$ cat config.mk
export PLATFORM = sky130hd
export DESIGN_NAME = scale_pitch_quantizer
export DESIGN_NICKNAME = d
export VERILOG_FILES = /design/src/rtl/spq_pkg.sv /design/src/rtl/spq_cfg.sv /design/src/rtl/spq_core.sv /design/src/rtl/scale_pitch_quantizer.sv
export VERILOG_INCLUDE_DIRS = /design/src /design/src/rtl
export SDC_FILE = /design/constraint.sdc
export NUM_CORES = 1
export LEC_CHECK = 0
export BUFFER_PORTS_ARGS = -buffer_cell sky130_fd_sc_hd__buf_2
export CORE_ASPECT_RATIO = 0.9
export CORE_UTILIZATION = 35
export CTS_BUF_LIST = sky130_fd_sc_hd__clkbuf_16
export DETAILED_ROUTE_END_ITERATION = 8
export GPL_ROUTABILITY_DRIVEN = 1
export HOLD_SLACK_MARGIN = 0.1
export RECOVER_POWER = 25
export SLEW_MARGIN = 15
export SYNTH_ARGS = -nofsm -noshare
export SYNTH_HDL_FRONTEND = slang
export SYNTH_SLANG_ARGS = --single-unit
export TNS_END_PERCENT = 30
$ cat constraint.sdc
create_clock -name clk -period 8.1 [get_ports clk]
set_clock_uncertainty 0.2 [all_clocks]
set_input_delay 1.215 -clock clk [delete_from_list [all_inputs] [get_ports clk]]
set_output_delay 1.215 -clock clk [all_outputs]
set_load 0.05 [all_outputs]
$ cat src/rtl/assert_macros.svh
// assertion helpers shared by the rtl
`ifndef ASSERT_MACROS_SVH
`define ASSERT_MACROS_SVH

// plain property, checked every clock outside reset
`define SPQ_ASSERT(lbl, clk, rst_n, prop, msg) \
    lbl: assert property (@(posedge clk) disable iff (!rst_n) (prop)) \
        else $error(msg);

// same-cycle implication
`define SPQ_ASSERT_IMPL(lbl, clk, rst_n, ante, cons, msg) \
    lbl: assert property (@(posedge clk) disable iff (!rst_n) (ante) |-> (cons)) \
        else $error(msg);

// next-cycle implication
`define SPQ_ASSERT_NEXT(lbl, clk, rst_n, ante, cons, msg) \
    lbl: assert property (@(posedge clk) disable iff (!rst_n) (ante) |=> (cons)) \
        else $error(msg);

`endif

$ cat src/rtl/spq_pkg.sv
// ----------------------------------------------------------------------------
// spq_pkg
// Types, constants and lookup tables of the scale pitch quantizer.
// ----------------------------------------------------------------------------
package spq_pkg;

    localparam int PITCH_W    = 13;
    localparam int FRAC_BITS  = 8;
    localparam int Q_W        = 5;
    localparam int RATE_W     = 18;
    localparam int ROOT_W     = 4;
    localparam int CFG_DATA_W = 4;
    localparam int CFG_IDX_W  = 1;

    localparam int SEMIS      = 12;
    localparam int NUM_SCALES = 5;
    localparam int ROOT_MAX   = 11;
    localparam int Q_MIN      = -12;
    localparam int Q_MAX      = 12;
    localparam int RATE_MIN   = 32768;
    localparam int RATE_MAX   = 131072;

    // beyond two octaves the clamp decides the result alone
    localparam int N_SAT      = 2 * SEMIS;
    localparam int NMAG_W     = $clog2(N_SAT + 1);
    localparam int HALF       = (1 << FRAC_BITS) >> 1;

    typedef enum logic [2:0] {
        SCALE_CHROMATIC = 3'd0,
        SCALE_MAJOR     = 3'd1,
        SCALE_MINOR     = 3'd2,
        SCALE_PENTA     = 3'd3,
        SCALE_BLUES     = 3'd4
    } scale_t;

    typedef enum logic [CFG_IDX_W-1:0] {
        REG_SCALE_SELECT = 1'b0,
        REG_ROOT_NOTE    = 1'b1
    } reg_idx_t;

    typedef struct packed {
        scale_t              scale;
        logic [ROOT_W-1:0]   root;
    } spq_cfg_t;

    // nearest scale degree for each semitone, tie to the lower degree
    localparam logic [3:0] SNAP_TBL [NUM_SCALES][SEMIS] = '{
        '{4'd0, 4'd1, 4'd2, 4'd3, 4'd4, 4'd5, 4'd6, 4'd7, 4'd8, 4'd9, 4'd10, 4'd11},
        '{4'd0, 4'd0, 4'd2, 4'd2, 4'd4, 4'd5, 4'd5, 4'd7, 4'd7, 4'd9, 4'd9,  4'd11},
        '{4'd0, 4'd0, 4'd2, 4'd3, 4'd3, 4'd5, 4'd5, 4'd7, 4'd8, 4'd8, 4'd10, 4'd10},
        '{4'd0, 4'd0, 4'd2, 4'd2, 4'd4, 4'd4, 4'd7, 4'd7, 4'd7, 4'd9, 4'd9,  4'd9},
        '{4'd0, 4'd0, 4'd3, 4'd3, 4'd3, 4'd5, 4'd6, 4'd7, 4'd7, 4'd10, 4'd10, 4'd10}
    };

    function automatic logic [3:0] snap_degree(scale_t s, logic [3:0] semi);
        return SNAP_TBL[s][semi];
    endfunction

    // round(65536 * 2^((idx - 12) / 12))
    function automatic logic [RATE_W-1:0] rate_lut(logic [4:0] idx);
        logic [RATE_W-1:0] r;
        case (idx)
            5'd0:    r = 18'd32768;
            5'd1:    r = 18'd34716;
            5'd2:    r = 18'd36781;
            5'd3:    r = 18'd38968;
            5'd4:    r = 18'd41285;
            5'd5:    r = 18'd43740;
            5'd6:    r = 18'd46341;
            5'd7:    r = 18'd49097;
            5'd8:    r = 18'd52016;
            5'd9:    r = 18'd55109;
            5'd10:   r = 18'd58386;
            5'd11:   r = 18'd61858;
            5'd12:   r = 18'd65536;
            5'd13:   r = 18'd69433;
            5'd14:   r = 18'd73562;
            5'd15:   r = 18'd77936;
            5'd16:   r = 18'd82570;
            5'd17:   r = 18'd87480;
            5'd18:   r = 18'd92682;
            5'd19:   r = 18'd98193;
            5'd20:   r = 18'd104032;
            5'd21:   r = 18'd110218;
            5'd22:   r = 18'd116772;
            5'd23:   r = 18'd123715;
            5'd24:   r = 18'd131072;
            default: r = 18'd65536;
        endcase
        return r;
    endfunction

endpackage

$ cat src/rtl/spq_cfg.sv
// ----------------------------------------------------------------------------
// spq_cfg
// Configuration registers; out-of-range writes are clamped on the way in (scale codes use only cfg_data[2:0]).
// ----------------------------------------------------------------------------
`include "assert_macros.svh"

module spq_cfg
    import spq_pkg::*;
(
    input  logic                  clk,
    input  logic                  rst_n,
    input  logic                  cfg_valid,
    input  logic                  cfg_ready,
    input  logic [CFG_IDX_W-1:0]  cfg_index,
    input  logic [CFG_DATA_W-1:0] cfg_data,
    output spq_cfg_t              cfg
);

    scale_t            scale_reg, scale_next;
    logic [ROOT_W-1:0] root_reg, root_next;

    always_comb
    begin
        scale_next = scale_reg;
        root_next  = root_reg;
        if (cfg_valid && cfg_ready)
        begin
            unique case (reg_idx_t'(cfg_index))
                REG_SCALE_SELECT:
                begin
                    // unknown selector codes in cfg_data[2:0] fall back to blues; cfg_data[3] is ignored
                    if (cfg_data[2:0] > 3'(SCALE_BLUES))
                        scale_next = SCALE_BLUES;
                    else
                        scale_next = scale_t'(cfg_data[2:0]);
                end
                REG_ROOT_NOTE:
                begin
                    if (cfg_data > ROOT_W'(ROOT_MAX))
                        root_next = ROOT_W'(ROOT_MAX);
                    else
                        root_next = cfg_data;
                end
                default:
                begin
                    scale_next = scale_reg;
                end
            endcase
        end
    end

    always_ff @(posedge clk or negedge rst_n)
    begin
        if (!rst_n)
        begin
            scale_reg <= SCALE_CHROMATIC;
            root_reg  <= '0;
        end
        else
        begin
            scale_reg <= scale_next;
            root_reg  <= root_next;
        end
    end

    assign cfg.scale = scale_reg;
    assign cfg.root  = root_reg;

    `SPQ_ASSERT(a_root_clamped, clk, rst_n, root_reg <= ROOT_W'(ROOT_MAX), "root note above 11")
    `SPQ_ASSERT_NEXT(a_root_write, clk, rst_n, cfg_valid && cfg_ready && cfg_index == REG_ROOT_NOTE && cfg_data <= ROOT_W'(ROOT_MAX), root_reg == $past(cfg_data), "root write lost")

endmodule

$ cat src/rtl/spq_core.sv
// ----------------------------------------------------------------------------
// spq_core
// Rounding, octave split, scale snap, transpose, clamp and rate lookup.
// ----------------------------------------------------------------------------
module spq_core
    import spq_pkg::*;
(
    input  logic signed [PITCH_W-1:0] pitch,
    input  spq_cfg_t                  cfg,
    output logic signed [Q_W-1:0]     quantized,
    output logic        [RATE_W-1:0]  rate
);

    logic                     neg;
    logic [PITCH_W-1:0]       mag;
    logic [PITCH_W:0]         sum;
    logic [PITCH_W:0]         rnd;
    logic [NMAG_W-1:0]        mag_sat;
    logic signed [NMAG_W:0]   n;
    logic signed [6:0]        base;
    logic signed [6:0]        semi_w;
    logic [3:0]               deg;
    logic signed [6:0]        q_raw;
    logic signed [5:0]        q_ext;

    always_comb
    begin
        neg = pitch[PITCH_W-1];
        // magnitude of the most negative code still fits unsigned
        mag = neg ? PITCH_W'(~pitch + 1'b1) : PITCH_W'(pitch);
        sum = {1'b0, mag} + (PITCH_W+1)'(HALF);
        rnd = sum >> FRAC_BITS;
        if (rnd > (PITCH_W+1)'(N_SAT))
            mag_sat = NMAG_W'(N_SAT);
        else
            mag_sat = rnd[NMAG_W-1:0];
        n = neg ? -$signed({1'b0, mag_sat}) : $signed({1'b0, mag_sat});

        // floor split into octave base and semitone
        if (n >= (NMAG_W+1)'(N_SAT))
            base = 7'sd24;
        else if (n >= (NMAG_W+1)'(SEMIS))
            base = 7'sd12;
        else if (n >= 0)
            base = 7'sd0;
        else if (n >= -(NMAG_W+1)'(SEMIS))
            base = -7'sd12;
        else
            base = -7'sd24;

        semi_w = 7'(n) - base;
        deg    = snap_degree(cfg.scale, semi_w[3:0]);
        q_raw  = base + $signed({3'b000, deg}) + $signed({3'b000, cfg.root});

        if (q_raw < 7'(Q_MIN))
            quantized = Q_W'(Q_MIN);
        else if (q_raw > 7'(Q_MAX))
            quantized = Q_W'(Q_MAX);
        else
            quantized = q_raw[Q_W-1:0];

        q_ext = {quantized[Q_W-1], quantized};
        rate  = rate_lut(5'(q_ext + 6'sd12));
    end

endmodule

$ cat src/rtl/scale_pitch_quantizer.sv
// ----------------------------------------------------------------------------
// scale_pitch_quantizer
// Snaps a fixed-point pitch offset to a musical scale and gives its rate.
// ----------------------------------------------------------------------------
// One pitch transfer is taken every clock while in_stall is low; each result
// passes the input register, the single pass of mapping logic and then the
// result register, from which it transfers when out_stall is low. With the
// output stalled the block still takes one more input into its input register
// before it stalls back.
// Scale and root are written on the cfg channel, which is always ready, and
// should only change while no item is in flight.
`include "assert_macros.svh"

module scale_pitch_quantizer
    import spq_pkg::*;
(
    input  logic                      clk,
    input  logic                      rst_n,

    input  logic                      cfg_valid,
    output logic                      cfg_ready,
    input  logic [CFG_IDX_W-1:0]      cfg_index,
    input  logic [CFG_DATA_W-1:0]     cfg_data,

    input  logic                      in_valid,
    output logic                      in_stall,
    input  logic signed [PITCH_W-1:0] pitch_offset,

    output logic                      out_valid,
    input  logic                      out_stall,
    output logic signed [Q_W-1:0]     quantized_semitones,
    output logic        [RATE_W-1:0]  playback_rate
);

    spq_cfg_t                  cfg;
    logic                      s1_valid_reg, s1_valid_next;
    logic signed [PITCH_W-1:0] s1_pitch_reg, s1_pitch_next;
    logic                      out_valid_reg, out_valid_next;
    logic signed [Q_W-1:0]     q_reg, q_next;
    logic [RATE_W-1:0]         rate_reg, rate_next;
    logic signed [Q_W-1:0]     core_q;
    logic [RATE_W-1:0]         core_rate;
    logic                      s2_adv;
    logic                      s1_adv;

    assign cfg_ready = 1'b1;

    spq_cfg u_cfg (
        .clk       (clk),
        .rst_n     (rst_n),
        .cfg_valid (cfg_valid),
        .cfg_ready (cfg_ready),
        .cfg_index (cfg_index),
        .cfg_data  (cfg_data),
        .cfg       (cfg)
    );

    spq_core u_core (
        .pitch     (s1_pitch_reg),
        .cfg       (cfg),
        .quantized (core_q),
        .rate      (core_rate)
    );

    // each stage moves when the one after it is empty or draining
    assign s2_adv   = !out_valid_reg || !out_stall;
    assign s1_adv   = !s1_valid_reg || s2_adv;
    assign in_stall = !s1_adv;

    always_comb
    begin
        s1_valid_next  = s1_valid_reg;
        s1_pitch_next  = s1_pitch_reg;
        out_valid_next = out_valid_reg;
        q_next         = q_reg;
        rate_next      = rate_reg;
        if (s1_adv)
        begin
            s1_valid_next = in_valid;
            if (in_valid)
                s1_pitch_next = pitch_offset;
        end
        if (s2_adv)
        begin
            out_valid_next = s1_valid_reg;
            if (s1_valid_reg)
            begin
                q_next    = core_q;
                rate_next = core_rate;
            end
        end
    end

    always_ff @(posedge clk or negedge rst_n)
    begin
        if (!rst_n)
        begin
            s1_valid_reg  <= 1'b0;
            out_valid_reg <= 1'b0;
        end
        else
        begin
            s1_valid_reg  <= s1_valid_next;
            out_valid_reg <= out_valid_next;
        end
    end

    always_ff @(posedge clk)
    begin
        s1_pitch_reg <= s1_pitch_next;
        q_reg        <= q_next;
        rate_reg     <= rate_next;
    end

    assign out_valid           = out_valid_reg;
    assign quantized_semitones = q_reg;
    assign playback_rate       = rate_reg;

    `SPQ_ASSERT_NEXT(a_in_lands, clk, rst_n, in_valid && !in_stall, s1_valid_reg, "input transfer dropped")
    `SPQ_ASSERT_IMPL(a_stall_full, clk, rst_n, in_stall, s1_valid_reg && out_valid_reg && out_stall, "stall with room left")
    `SPQ_ASSERT_IMPL(a_q_range, clk, rst_n, out_valid, quantized_semitones >= Q_W'(Q_MIN) && quantized_semitones <= Q_W'(Q_MAX), "quantized pitch out of range")
    `SPQ_ASSERT_IMPL(a_rate_match, clk, rst_n, out_valid, playback_rate == rate_lut(5'({quantized_semitones[Q_W-1], quantized_semitones} + 6'sd12)), "rate does not match pitch")

endmodule
==> flow_summary.json <==
{
  "dr.pass1.iters": 5,
  "timing.fmax_mhz": 129,
  "cts.clk_slew.worst_paths_ns": 0.06,
  "tightest_slew_ns": 0.992,
  "crit_path_frequent_cell": "ha_1",
  "cts_buffer_depth": 2,
  "synth_edf_count": 36,
  "status": "finished clean",
  "antennaDiodeCount": 0,
  "grt_max_degree": 24,
  "die_area_um2": 10500,
  "ant_nets": 0,
  "cp.required_ns": 7.93,
  "grtUsageMet2_pct": 23.5,
  "grt_use_met1_pct": 22.7,
  "grtUsageTotal_pct": 15.7,
  "clock_latency_ns": 0.28,
  "ys_seq_elements": 45,
  "crit_end": "playback_rate[11]",
  "crit_start": "s1_pitch_reg[2]",
  "root_buffer": "clkbuf_16",
  "yosys_warnings": 0,
  "drt_wl_total_mm": 8.11,
  "vias": 3001,
  "synthArstFlopShare_pct": 20.0,
  "min_period_ns": 7.73,
  "grtUsageMet3_pct": 3.96,
  "n_fill_cell": 918,
  "nNetsFinal": 481,
  "cts_hold_buf": 0,
  "largest_register_ffs": 18,
  "drive_gt1_share_pct": 30.3,
  "yosysSeqAreaShare_pct": 36.8,
  "num_rows": 34,
  "h-tree-depth": 2,
  "slowest_delay_ns": 0.44,
  "die_w_um": 108,
  "avgSynthCellArea_um2": 9.53,
  "yosysTopAreaCellShare_pct": 30.5,
  "r2r-start": "s1_pitch_reg[2]",
  "ys_top_cells_by_count": "nand2_1, edfxtp_1, nor2_1",
  "finalMaxSlewViolations": 0,
  "die_y_um": 97.5,
  "fin_crit_sh_pct": 95.5,
  "dp_hpwl_mm": 6.02,
  "place_area_um2": 4050,
  "critPathKind": "flop to flop",
  "reg2reg_slack_ns": 0.37,
  "grt_pass1_vias": 2839,
  "cts_tree": "yes",
  "wl_per_cell_um": 14.4,
  "syn_inst": 372,
  "clock-sinks": 45,
  "drv_cap": 0,
  "ys_types": 75,
  "cp_slowest_cell": "fa_2",
  "grt_pass1_wl_mm": 13.2,
  "antenna_found_initial": 0,
  "endpoint_kind": "flop",
  "core_area_um2": 9740,
  "cp_max_fo": 7,
  "rsz0062_at_grt": "true",
  "min_path_type": "flop to flop",
  "hold_slack_ns": 0.293,
  "ys.flop_type": "edfxtp_1",
  "drtIter0Drc": 327,
  "hold_viol_final": 0,
  "cp-start-kind": "flop",
  "synth.area.top_cells": "edfxtp_1, ha_1, dfrtp_1, nand2_1, a21oi_1",
  "worstReg2RegEnd": "playback_rate[11]",
  "area_growth_syn_to_layout_pct": 22.1,
  "grt_busiest_layer": "met2",
  "viasPerCell": 5.34,
  "cts_buffers": 5,
  "io_pins": 49,
  "design_area_um2": 4330,
  "drc_errors": 0,
  "synth_nets": 418,
  "initial_core_util_pct": 36.4,
  "synth_most_common_cell": "nand2_1",
  "relSlewSlack_pct": 33.6,
  "portBuffers": 47,
  "synth_area_leader_cell": "edfxtp_1",
  "netlist_area_um2": 3550,
  "overflow": 0,
  "place_congestion": 0.888,
  "finalSetupViolations": 0,
  "arrival_ns": 7.57,
  "r2r_cells": 38
}
==> placed cells by master (no fill, tap or decap), types with 10 or more instances in the layout <==
cell type	count
a21oi_1	19
buf_2	45
buf_4	26
edfxtp_1	36
ha_1	18
inv_1	23
nand2_1	36
nand3_1	13
nor2_1	21
nor3_1	10
o21ai_0	14
==> area by class of cell <==
class                           instances  area (µm²)  share of cell area, %
Clock buffer                            5         125                   2.89
Clock inverter                          3        11.3                  0.260
Inverter                               24        92.6                   2.14
Multi-Input combinational cell        285        2200                   50.8
Sequential cell                        45        1310                   30.2
Tap cell                              126         158                   3.64
Timing Repair Buffer                   74         439                   10.1
==> worst max-delay path: cells and delay by family, from the launching register on <==
kind / cells / cell delay, ns
XOR/XNOR: 4 / 0.78
AO/OA/AOI/OAI: 7 / 1.10
buffers and inverters: 7 / 0.72
flip-flops: 1 / 0.42
AND/OR/NAND/NOR: 10 / 1.95
multiplexers: 3 / 0.64
adder cells (fa/ha/maj): 7 / 1.66
==> worst min path at each step <==
stage / startpoint / to / slack [ns] / cells after the start
floorplan: s1_valid_reg / out_valid / 0.24 / 1
CTS: s1_valid_reg / out_valid / 0.30 / 1
finish: s1_valid_reg / out_valid / 0.29 / 1
global placement: s1_valid_reg / out_valid / 0.25 / 1
detailed placement: s1_valid_reg / out_valid / 0.28 / 1
global route: s1_valid_reg / out_valid / 0.31 / 1
==> timing repair <==
item	CTS	global route
setup buffers	0	5
resized for setup	0	29
endpoints found under the setup margin	0	17
==> metal layers <==
metal / up-vias / routed length [µm]
met3: 8 / 567
li1: 1505 / -
met5: - / 0
met4: 0 / 68
met2: 94 / 3550
met1: 1394 / 3930
==> per-stage QoR <==
| step | cells | setup TNS [ns] | worst slack (ns) | util, % |
|---|---|---|---|---|
| floorplan | 372 | 0 | 0.0244 | - |
| global placement | 549 | 0 | 0.236 | 41.5 |
| detailed placement | 549 | 0 | 0.00504 | 41.5 |
| CTS | 557 | 0 | 0.00422 | 42.9 |
| global route | 562 | -0.149 | -0.0513 | 44.4 |
| finish | 562 | 0 | 0.365 | 44.4 |
==> kinds of logic after synthesis <==
family / after synthesis / share of synthesized area (%)
xor gates and xnor gates: 15 / 4.55
and+or+nand+nor: 129 / 18.3
adders and majority gates: 23 / 8.75
muxes: 9 / 2.72
DFF: 45 / 36.8
AOI/OAI and AO/OA: 108 / 23.5
buffers and inverters: 42 / 5.19
other: 1 / 0.106
Power is left out: the tool's default activity adds up to more than one toggle a clock period on the data nets, which glitch-free logic cannot reach.
